--- src/hw/rtl/nirfd_pkg.sv ---
// Shared constants, types and window function for the NEC IR frame decoder.
package nirfd_pkg;

    // Field widths
    localparam int COUNT_W = 16;
    localparam int BYTE_W  = 8;
    localparam int FRAME_W = 32;
    localparam int CFG_IDX_W = 3;

    // Register map
    localparam logic [CFG_IDX_W-1:0] REG_START_NOMINAL  = 3'd0;
    localparam logic [CFG_IDX_W-1:0] REG_REPEAT_NOMINAL = 3'd1;
    localparam logic [CFG_IDX_W-1:0] REG_ZERO_NOMINAL   = 3'd2;
    localparam logic [CFG_IDX_W-1:0] REG_ONE_NOMINAL    = 3'd3;
    localparam logic [CFG_IDX_W-1:0] REG_TOLERANCE      = 3'd4;

    // Register reset values
    localparam logic [COUNT_W-1:0] START_NOMINAL_RST  = 16'd12442;
    localparam logic [COUNT_W-1:0] REPEAT_NOMINAL_RST = 16'd10368;
    localparam logic [COUNT_W-1:0] ZERO_NOMINAL_RST   = 16'd1032;
    localparam logic [COUNT_W-1:0] ONE_NOMINAL_RST    = 16'd2074;
    localparam logic [COUNT_W-1:0] TOLERANCE_RST      = 16'd500;

    // Last data bit position of a frame
    localparam logic [4:0] LAST_BIT = 5'd31;

    // Depth of the queue between classifier and sequencer (2 or more)
    localparam int QUEUE_DEPTH_DEF = 2;

    // Window hits for one interval, as seen by the classifier
    typedef struct packed {
        logic start_hit;
        logic repeat_hit;
        logic zero_hit;
        logic one_hit;
    } t_class;

    // Strict window nom - tol < c < nom + tol, no lower bound when nom <= tol; bounds computed without wrap
    function automatic logic in_window(
        input logic [COUNT_W-1:0] c,
        input logic [COUNT_W-1:0] nom,
        input logic [COUNT_W-1:0] tol
    );
        logic [COUNT_W:0] hi;
        logic             above_low;
        hi        = {1'b0, nom} + {1'b0, tol};
        above_low = (nom <= tol) ? 1'b1 : (c > (nom - tol));
        return above_low && ({1'b0, c} < hi);
    endfunction

endpackage

--- src/hw/rtl/nec_ir_frame_decoder.sv ---
// Top level of the NEC IR frame decoder: classifier, queue and sequencer.
//
// Usage:
//   Input channel (i_valid / o_stall / i_interval_count): one transfer per
//   falling edge of the demodulated IR line, carrying the timer ticks since
//   the previous edge. Output channel (o_valid / i_stall) returns exactly one
//   result per input transfer: frame_valid and repeat_seen pulses plus the
//   current address and key bytes of the frame store.
//   Config channel (i_cfg_valid / o_cfg_ready, always ready) writes the five
//   16-bit window registers by index; unknown indexes are ignored. Write only
//   while no item is in flight.
// Timing:
//   A result is offered after its input has passed the queue and the result
//   register. One item per cycle is sustained while i_stall is low.
//   The classifier fills a QUEUE_DEPTH-entry queue; o_stall rises when the
//   queue is full, which happens only while i_stall holds the result.
// Reset:
//   Synchronous active-low i_rst_n returns registers to their defaults,
//   empties the queue, clears the frame store and puts the decoder in idle.
module nec_ir_frame_decoder #(
    parameter int QUEUE_DEPTH = nirfd_pkg::QUEUE_DEPTH_DEF
) (
    input  logic                               i_clk,
    input  logic                               i_rst_n,
    input  logic                               i_cfg_valid,
    output logic                               o_cfg_ready,
    input  logic [nirfd_pkg::CFG_IDX_W-1:0]    i_cfg_index,
    input  logic [nirfd_pkg::COUNT_W-1:0]      i_cfg_data,
    input  logic                               i_valid,
    output logic                               o_stall,
    input  logic [nirfd_pkg::COUNT_W-1:0]      i_interval_count,
    output logic                               o_valid,
    input  logic                               i_stall,
    output logic                               o_frame_valid,
    output logic                               o_repeat_seen,
    output logic [nirfd_pkg::BYTE_W-1:0]       o_address_byte,
    output logic [nirfd_pkg::BYTE_W-1:0]       o_key_byte
);

    nirfd_pkg::t_class front_class;
    nirfd_pkg::t_class q_head;
    logic              q_full;
    logic              q_empty;
    logic              q_pop;

    assign o_cfg_ready = 1'b1;
    assign o_stall     = q_full;

    // Window classification
    nirfd_front u_front (
        .i_clk            (i_clk),
        .i_rst_n          (i_rst_n),
        .i_cfg_valid      (i_cfg_valid),
        .i_cfg_index      (i_cfg_index),
        .i_cfg_data       (i_cfg_data),
        .i_interval_count (i_interval_count),
        .o_class          (front_class)
    );

    // Decoupling queue
    nirfd_queue #(
        .DEPTH (QUEUE_DEPTH)
    ) u_queue (
        .i_clk   (i_clk),
        .i_rst_n (i_rst_n),
        .i_push  (i_valid),
        .i_data  (front_class),
        .o_full  (q_full),
        .i_pop   (q_pop),
        .o_data  (q_head),
        .o_empty (q_empty)
    );

    // Frame sequencer and result register
    nirfd_back u_back (
        .i_clk          (i_clk),
        .i_rst_n        (i_rst_n),
        .i_q_empty      (q_empty),
        .i_q_data       (q_head),
        .o_q_pop        (q_pop),
        .o_valid        (o_valid),
        .i_stall        (i_stall),
        .o_frame_valid  (o_frame_valid),
        .o_repeat_seen  (o_repeat_seen),
        .o_address_byte (o_address_byte),
        .o_key_byte     (o_key_byte)
    );

endmodule

--- src/hw/rtl/nirfd_front.sv ---
// Front end: configuration registers and per-interval window classification.
module nirfd_front (
    input  logic                               i_clk,
    input  logic                               i_rst_n,
    input  logic                               i_cfg_valid,
    input  logic [nirfd_pkg::CFG_IDX_W-1:0]    i_cfg_index,
    input  logic [nirfd_pkg::COUNT_W-1:0]      i_cfg_data,
    input  logic [nirfd_pkg::COUNT_W-1:0]      i_interval_count,
    output nirfd_pkg::t_class                  o_class
);

    logic [nirfd_pkg::COUNT_W-1:0] r_start_nom;
    logic [nirfd_pkg::COUNT_W-1:0] r_repeat_nom;
    logic [nirfd_pkg::COUNT_W-1:0] r_zero_nom;
    logic [nirfd_pkg::COUNT_W-1:0] r_one_nom;
    logic [nirfd_pkg::COUNT_W-1:0] r_tol;

    // Register writes; unknown indexes are dropped
    always_ff @(posedge i_clk) begin
        if (!i_rst_n) begin
            r_start_nom  <= nirfd_pkg::START_NOMINAL_RST;
            r_repeat_nom <= nirfd_pkg::REPEAT_NOMINAL_RST;
            r_zero_nom   <= nirfd_pkg::ZERO_NOMINAL_RST;
            r_one_nom    <= nirfd_pkg::ONE_NOMINAL_RST;
            r_tol        <= nirfd_pkg::TOLERANCE_RST;
        end else if (i_cfg_valid) begin
            case (i_cfg_index)
                nirfd_pkg::REG_START_NOMINAL:  r_start_nom  <= i_cfg_data;
                nirfd_pkg::REG_REPEAT_NOMINAL: r_repeat_nom <= i_cfg_data;
                nirfd_pkg::REG_ZERO_NOMINAL:   r_zero_nom   <= i_cfg_data;
                nirfd_pkg::REG_ONE_NOMINAL:    r_one_nom    <= i_cfg_data;
                nirfd_pkg::REG_TOLERANCE:      r_tol        <= i_cfg_data;
                default: ;
            endcase
        end
    end

    // Four independent window compares; priority is resolved in the back end
    always_comb begin
        o_class.start_hit  = nirfd_pkg::in_window(i_interval_count, r_start_nom, r_tol);
        o_class.repeat_hit = nirfd_pkg::in_window(i_interval_count, r_repeat_nom, r_tol);
        o_class.zero_hit   = nirfd_pkg::in_window(i_interval_count, r_zero_nom, r_tol);
        o_class.one_hit    = nirfd_pkg::in_window(i_interval_count, r_one_nom, r_tol);
    end

endmodule

--- src/hw/rtl/nirfd_queue.sv ---
// Small FIFO of classified intervals between front and back ends.
module nirfd_queue #(
    parameter int DEPTH = nirfd_pkg::QUEUE_DEPTH_DEF
) (
    input  logic              i_clk,
    input  logic              i_rst_n,
    input  logic              i_push,
    input  nirfd_pkg::t_class i_data,
    output logic              o_full,
    input  logic              i_pop,
    output nirfd_pkg::t_class o_data,
    output logic              o_empty
);

    localparam int PTR_W = $clog2(DEPTH);
    localparam int CNT_W = $clog2(DEPTH + 1);
    localparam logic [CNT_W-1:0] DEPTH_CNT = CNT_W'(DEPTH);
    localparam logic [PTR_W-1:0] LAST_PTR  = PTR_W'(DEPTH - 1);

    nirfd_pkg::t_class r_mem [DEPTH];
    logic [PTR_W-1:0]  r_wr_ptr;
    logic [PTR_W-1:0]  r_rd_ptr;
    logic [CNT_W-1:0]  r_count;
    logic              push_ok;
    logic              pop_ok;

    assign o_full  = (r_count == DEPTH_CNT);
    assign o_empty = (r_count == '0);
    assign push_ok = i_push && !o_full;
    assign pop_ok  = i_pop && !o_empty;
    assign o_data  = r_mem[r_rd_ptr];

    // Storage
    always_ff @(posedge i_clk) begin
        if (push_ok) begin
            r_mem[r_wr_ptr] <= i_data;
        end
    end

    // Pointers and fill count
    always_ff @(posedge i_clk) begin
        if (!i_rst_n) begin
            r_wr_ptr <= '0;
            r_rd_ptr <= '0;
            r_count  <= '0;
        end else begin
            if (push_ok) begin
                r_wr_ptr <= (r_wr_ptr == LAST_PTR) ? '0 : r_wr_ptr + 1'b1;
            end
            if (pop_ok) begin
                r_rd_ptr <= (r_rd_ptr == LAST_PTR) ? '0 : r_rd_ptr + 1'b1;
            end
            case ({push_ok, pop_ok})
                2'b10:   r_count <= r_count + 1'b1;
                2'b01:   r_count <= r_count - 1'b1;
                default: r_count <= r_count;
            endcase
        end
    end

endmodule

--- src/hw/rtl/nirfd_back.sv ---
// Back end: frame sequencer, bit store, complement check and result register.
module nirfd_back (
    input  logic                           i_clk,
    input  logic                           i_rst_n,
    input  logic                           i_q_empty,
    input  nirfd_pkg::t_class              i_q_data,
    output logic                           o_q_pop,
    output logic                           o_valid,
    input  logic                           i_stall,
    output logic                           o_frame_valid,
    output logic                           o_repeat_seen,
    output logic [nirfd_pkg::BYTE_W-1:0]   o_address_byte,
    output logic [nirfd_pkg::BYTE_W-1:0]   o_key_byte
);

    localparam logic [1:0] PH_IDLE = 2'd0;
    localparam logic [1:0] PH_LEAD = 2'd1;
    localparam logic [1:0] PH_DATA = 2'd2;

    logic [1:0]                    r_phase;
    logic [1:0]                    n_phase;
    logic [4:0]                    r_bit_index;
    logic [4:0]                    n_bit_index;
    logic [nirfd_pkg::FRAME_W-1:0] r_frame_store;
    logic [nirfd_pkg::FRAME_W-1:0] n_frame_store;
    logic                          n_frame_valid;
    logic                          n_repeat_seen;
    logic                          r_out_valid;
    logic                          out_free;

    // Take the next entry when the result slot is empty or being drained
    assign out_free = !r_out_valid || !i_stall;
    assign o_q_pop  = out_free && !i_q_empty;

    // Sequencer next state
    always_comb begin
        n_phase       = r_phase;
        n_bit_index   = r_bit_index;
        n_frame_store = r_frame_store;
        n_frame_valid = 1'b0;
        n_repeat_seen = 1'b0;
        case (r_phase)
            PH_LEAD: begin
                if (i_q_data.start_hit) begin
                    n_frame_store = '0;
                    n_bit_index   = '0;
                    n_phase       = PH_DATA;
                end else if (i_q_data.repeat_hit) begin
                    n_repeat_seen = 1'b1;
                    n_phase       = PH_IDLE;
                end else begin
                    n_phase = PH_IDLE;
                end
            end
            PH_DATA: begin
                if (i_q_data.zero_hit || i_q_data.one_hit) begin
                    n_frame_store[r_bit_index] = !i_q_data.zero_hit;
                    if (r_bit_index == nirfd_pkg::LAST_BIT) begin
                        n_frame_valid = (n_frame_store[7:0] == ~n_frame_store[15:8]) &&
                                        (n_frame_store[23:16] == ~n_frame_store[31:24]);
                        n_bit_index   = '0;
                        n_phase       = PH_IDLE;
                    end else begin
                        n_bit_index = r_bit_index + 1'b1;
                    end
                end else begin
                    // bad interval: abort, partial store kept
                    n_bit_index = '0;
                    n_phase     = PH_IDLE;
                end
            end
            default: begin
                // idle (and the unused code): the edge only arms the decoder
                n_phase = PH_LEAD;
            end
        endcase
    end

    // Control state
    always_ff @(posedge i_clk) begin
        if (!i_rst_n) begin
            r_phase       <= PH_IDLE;
            r_bit_index   <= '0;
            r_frame_store <= '0;
            r_out_valid   <= 1'b0;
        end else begin
            if (o_q_pop) begin
                r_phase       <= n_phase;
                r_bit_index   <= n_bit_index;
                r_frame_store <= n_frame_store;
            end
            if (out_free) begin
                r_out_valid <= !i_q_empty;
            end
        end
    end

    // Result payload
    always_ff @(posedge i_clk) begin
        if (o_q_pop) begin
            o_frame_valid  <= n_frame_valid;
            o_repeat_seen  <= n_repeat_seen;
            o_address_byte <= n_frame_store[7:0];
            o_key_byte     <= n_frame_store[23:16];
        end
    end

    assign o_valid = r_out_valid;

endmodule
--- config.mk ---
export PLATFORM = sky130hd
export DESIGN_NAME = nec_ir_frame_decoder
export DESIGN_NICKNAME = d
export VERILOG_FILES = /design/src/hw/rtl/nirfd_pkg.sv /design/src/hw/rtl/nec_ir_frame_decoder.sv /design/src/hw/rtl/nirfd_front.sv /design/src/hw/rtl/nirfd_queue.sv /design/src/hw/rtl/nirfd_back.sv
export SDC_FILE = /design/constraint.sdc
export NUM_CORES = 1
export LEC_CHECK = 0
export ABC_AREA = 1
export BUFFER_PORTS_ARGS = -buffer_cell sky130_fd_sc_hd__buf_4
export CORE_MARGIN = 2
export CORE_UTILIZATION = 55
export CTS_CLUSTER_DIAMETER = 150
export DETAILED_ROUTE_END_ITERATION = 10
export GPL_TIMING_DRIVEN = 0
export HOLD_SLACK_MARGIN = 0.1
export PLACE_DENSITY = 0.81
export SLEW_MARGIN = 5
export SYNTH_ARGS = -nofsm -noshare
export SYNTH_HDL_FRONTEND = slang
export SYNTH_SLANG_ARGS = --single-unit
--- constraint.sdc ---
create_clock -name i_clk -period 10.02 [get_ports i_clk]
set_input_delay 0.501 -clock i_clk [delete_from_list [all_inputs] [get_ports i_clk]]
set_output_delay 0.501 -clock i_clk [all_outputs]
set_load 0.02 [all_outputs]
; ---- Word level (Yosys, flattened, before mapping)
; Memory sizes are Yosys's and may differ from the RTL's. A register that Yosys moved wholly into a read port is not among the register bits.
; Index checks and enable logic that the tools add are counted.
[op_classes]
addsub = 13
n_lt_le_gt_ge = 14
eq_ne = 15
n_mux = 26
n_bitwise = 3
n_reduce_logical = 30
[op_table]
columns = op, n
row1 = 16-bit by 16-bit adder with 17-bit output, 4
row2 = 16-bit by 17-bit < comparator with 1-bit output, 4
row3 = 16-bit greater-than comparator, 4
row4 = 16-bit <= comparator, 4
row5 = 32-bit 2-to-1 mux, 2
row6 = 32-bit one-hot mux with 2 select lines, 1
row7 = 16-bit subtractor, 4
row8 = 32-bit bitwise mux, 1
row9 = 8-bit equality test, 2
row10 = 8-bit inverter, 2
row11 = 5-bit 2-to-1 mux, 3
row12 = 1-bit 2-to-1 mux, 12
row13 = 2-bit AND reduction, 6
row14 = 5-bit one-hot mux with 2 select lines, 1
row15 = 1-bit logical AND, 9
row16 = 2-bit one-hot mux with 2 select lines, 2
row17 = 2-bit equality test (second input constant), 3
row18 = 3-bit by 2-bit equality test with 1-bit output (second input constant), 2
row19 = 5-bit by 6-bit < comparator with 1-bit output (second input constant), 1
row20 = 2-bit 2-to-1 mux, 3
row21 = 3-bit AND reduction, 2
row22 = 5-bit by 1-bit adder with 5-bit output (second input constant), 1
row23 = 1-bit demux with 5-bit select, 1
row24 = 5-bit equality test (second input constant), 1
row25 = other kinds (18), 26
[totals]
regBits = 142
ramBits = 8
inputBits = 40
output_inout_bits = 21
word_cells = 119
memories = 1
[memory_table]
columns = memory, words, width, read_ports, rd_clocked_by_memory_dff, write_ports, line_no
row1 = u_queue.r_mem, 2, 4, 1, 1, 1, nirfd_queue.sv:20  ; nirfd_pkg::t_class r_mem [DEPTH];

; ---- Logic depth before layout (Yosys ltp)
[logic_depth]
ltp_word = 8
ltp_mapped = 22
depth_no_buf = 21

; ---- By module
; From an unflattened synthesis, not the netlist that was laid out.
[unflattened]
hier_cells = 2558
hier_area_um2 = 16674.7
[by_module_without_submodules]
columns = mod, n_inst, cells_each, area_per_inst_um2, seq_area_each_um2
row1 = nirfd_front, 1, 1912, 12304.3, 1601.5
row2 = nirfd_back, 1, 592, 3809.9, 1341.3
row3 = nirfd_queue, 1, 52, 549.3, 340.3
row4 = nec_ir_frame_decoder, 1, 2, 11.3, 0.0

; ---- Worst setup path after synthesis
; OpenSTA, ideal clock, no wires.
[synth_path]
path_kind = register to register
from = reg u_front.r_tol[1] (netlist bit)
to = mem u_queue.r_mem[0][0] (netlist bit) (data pin)
setup_time_ns = 0.261
arrival_time_ns = 2.895
setup_slack_ns = 6.864
path_stages_with_launch = 18
n_path_buf = 0
period_less_slack_ns = 3.156
cell_sequence = dfxtp_1 > inv_1 > ha_1 > nand2_1 > o21ai_0 > a21oi_1 > o21ai_0 > nand3_1 > nand3_1 > nand2_1 > ha_1 > nand2_1 > nor3_1 > nand3_1 > nand2_1 > nand2_1 > nand2_1 > a21oi_1
[synth_rtl]
columns = element, line_no
row1 = from (decl), nirfd_front.sv:16  ; logic [nirfd_pkg::COUNT_W-1:0] r_tol;
row2 = from (signal assigned), nirfd_front.sv:25  ; r_tol <= nirfd_pkg::TOLERANCE_RST;
row3 = from (signal assigned), nirfd_front.sv:32  ; nirfd_pkg::REG_TOLERANCE: r_tol <= i_cfg_data;
row4 = to (decl), nirfd_queue.sv:20

==> metrics.cfg <==
[run_status]
status = complete, no violations

[finish]
finalNetCount = 2880
multi_input_area_um2 = 11280
antenna_cells = 0
drive_gt1_frac = 0.04913
synthToLayoutAreaGrowth_pct = 9.559
area.sequential_um2 = 3283
nFillCells = 2710
finish.instance_area_um2 = 17650
instances_no_fill = 2969

[logic_synthesis]
ys_ff_latch = 151
synth-edff-count = 26
synth_top_cell_area_share = 0.2019
ys_top_cells_by_area = ha_1 (20%), dfxtp_1 (16%), nand2_1 (15%)
seq_area_frac_synth = 0.2038
synth.most_common_cell = nand2_1
yosysTopAreaCell = ha_1
netlist_instances = 2494
synth_ff_type = dfxtp_1
syn_area_per_cell_um2 = 6.461
ys_types = 39
synth_commonest_cells = nand2_1 (626), inv_1 (327), nor2_1 (275)
synth_nets = 2802
synth_area_um2 = 16110
ys.warnings.count = 0
async_flop_share = 0

[worst_setup_path]
crit_fanout = 13
crit_chain = inv_1, ha_1, nand2_1, o21ai_0, a21oi_1, o21ai_0, nand3_1, nand3_1, nand2_1, ha_1, nand2_1, nor3_1, nand2_1, nand2_1, nand2_1, nand2_1, nand2_1, a21oi_1
crit_top_cell = nand2_1
arrival_ps = 5080
path_delay_family = compound AO/OA/AOI/OAI gates
start_kind = flop
slowest_delay_ps = 610
crit_path_top_delay_cell = a21oi_1
path_class = flop to flop
crit_required_ps = 10160
end_kind = flop
path_buf_inv = 1

[grt]
grt_pass1_vias = 15850
overflow = 0
grt_pass1_wl_um = 83480
antenna_found_initial = 0
grt_max_degree = 25
grt_usage = 0.3486

[clock_tree]
cts.sinks = 151
clk_latency_ps = 450
cts_tree = done
hold_buffers = 0
clkTransAtPathRegs_ps = 80
numCtsBuffers = 17
cts.repair.resized = 0
post_cts_buffers = 0
cts_root_buf = clkbuf_16
htree_levels = 4
cts_buffer_depth = 2

[place]
hpwl_um = 41480
globalplace.congestion = 0.9966
dp_cells = 2937
portBuffers = 59
placed_area_um2 = 17040

[die]
die_area_um2 = 30680
coreArea_um2 = 28780
start_util = 0.5599
rows = 62
dieWidth_um = 175.2
die_h_um = 175.2
ios = 61

[routing]
drt_wl_total_um = 53610
ant_nets = 0
vias = 17030
vias_per_cell = 5.735
dr.pass1.iters = 5
drc = 0
wl_per_cell_um = 18.06
drt_iter0_drc = 1754

[timing]
setup_tns_ps = 0
fin_crit_sh = 0.4934
hold_slack_ps = 355.4
slew_viol_final = 0
finalSetupViolations = 0
rsz0062_at_grt = false
relSlewSlack = 0.3977
fmax_mhz = 202.3
period_minus_slack_ps = 4944
finalHoldViolCount = 0
skew_ps = 13.02
tightestPinTransition_ps = 902.5

[hold_path]
hp-class = primary input to flop

[pwr]
ir_drop_uv = 119.5
combPwrFrac = 0.417
p_sw_frac = 0.4327
p_int_mw = 1.412
power_density_nw_per_um2 = 141.0
leakagePower_nw = 9.193
p_switching_mw = 1.077
pwr-share-seq = 0.317
clkPwrFrac = 0.267

[job]
cap_violations = 0

-- area by class of cell --
class	instances	area share
Buffer	64	0.01588
Clock buffer	17	0.02410
Clock inverter	15	0.01084
Inverter	337	0.07166
Multi-Input combinational cell	1942	0.6392
Sequential cell	151	0.1860
Tap cell	384	0.02722
Timing Repair Buffer	59	0.02509
-- final timing paths --
| kind | from | endpoint | slack, ps | depth (start not counted) |
|---|---|---|---|---|
| hold / removal | i_cfg_data[4] | u_front.r_start_nom[4] | 360 | 3 |
| hold reg to reg | u_back.r_frame_store[15] | u_back.r_frame_store[15] | 470 | 2 |
| setup reg to reg | u_front.r_tol[1] | u_queue.r_mem[1][1] | 5080 | 18 |
| setup / recovery | u_front.r_tol[1] | u_queue.r_mem[1][1] | 5080 | 18 |
-- power by group through the flow --
stage / Sequential, mW / Clock (mW) / Combinational (mW)
floorplan: 0.831 / 0 / 0.644
global placement: 0.794 / 0 / 0.980
detailed placement: 0.799 / 0 / 1.01
CTS: 0.786 / 0.665 / 1.02
global route: 0.797 / 0.690 / 1.15
finish: 0.788 / 0.664 / 1.04
-- per-stage QoR --
| stage | total power [mW] | utilization | worst slack [ps] |
|---|---|---|---|
| after floorplan | 1.475 | - | 6864 |
| after global placement | 1.775 | 0.5919 | 5205 |
| after global routing | 2.639 | 0.6134 | 4843 |
| final | 2.489 | 0.6134 | 5076 |
| after CTS | 2.468 | 0.6134 | 5067 |
| after detailed placement | 1.810 | 0.5919 | 5059 |
-- routing by layer --
layer	vias up	wire [um]	GRT usage
met1	7687	23420	0.4856
met5	-	0	0
met4	0	2810	0.1674
met2	862	22300	0.5284
met3	177	5086	0.04961
li1	8302	-	-
-- logic make-up after synthesis --
logic type | Yosys count | synth area share
DFF | 151 | 0.2038
adders and majority gates | 268 | 0.2118
and+or+nand+nor | 1069 | 0.2664
buffers and inverters | 401 | 0.09590
other | 1 | 0.0002327
xor gates and xnor gates | 85 | 0.04620
AOI/OAI and AO/OA | 519 | 0.1756
-- registers in the layout, indices dropped and copies added (netlist names), named ones only --
| name | count |
|---|---|
| u_back.o_address_byte | 8 |
| u_back.o_frame_valid | 1 |
| u_back.o_key_byte | 8 |
| u_back.o_repeat_seen | 1 |
| u_back.o_valid | 1 |
| u_back.r_bit_index | 5 |
| u_back.r_frame_store | 32 |
| u_back.r_phase | 2 |
| u_front.r_one_nom | 16 |
| u_front.r_repeat_nom | 16 |
| u_front.r_start_nom | 16 |
| u_front.r_tol | 16 |
| u_front.r_zero_nom | 16 |
| u_queue.r_count | 2 |
| u_queue.r_mem | 8 |
| u_queue.r_rd_ptr | 1 |
| u_queue.r_wr_ptr | 1 |
-- cell usage in the layout, fill, tap and decap left out, types with 3 or more instances in the layout --
master	n
clkbuf_16	17
nand3_1	113
inv_6	4
dfxtp_1	125
o31ai_1	4
o211ai_1	11
clkinv_8	5
ha_1	260
xor2_1	77
a21o_1	12
inv_2	4
clkbuf_1	48
o21a_1	6
buf_4	67
o221ai_1	4
nand3b_1	6
o21ai_1	6
inv_1	327
buf_2	8
o21bai_1	18
xnor2_1	8
nor2_1	275
nor3_1	29
o21ai_0	180
inv_8	3
o21ai_2	6
fa_1	8
edfxtp_1	26
nand4_1	9
o22ai_1	18
a21oi_1	240
or2_2	4
nor2_4	3
a211oi_1	10
nand2_1	626
clkinv_1	6
-- worst register-to-register path, delay by kind of cell (launching register included) --
kind                       cells  cell delay (ps)
buffers and inverters          1              520
AOI/OAI and AO/OA              4             1600
and+or+nand+nor               11             1170
adders and majority gates      2              790
DFF                            1              560
No activity file was read; power rests on OpenSTA's default activity.
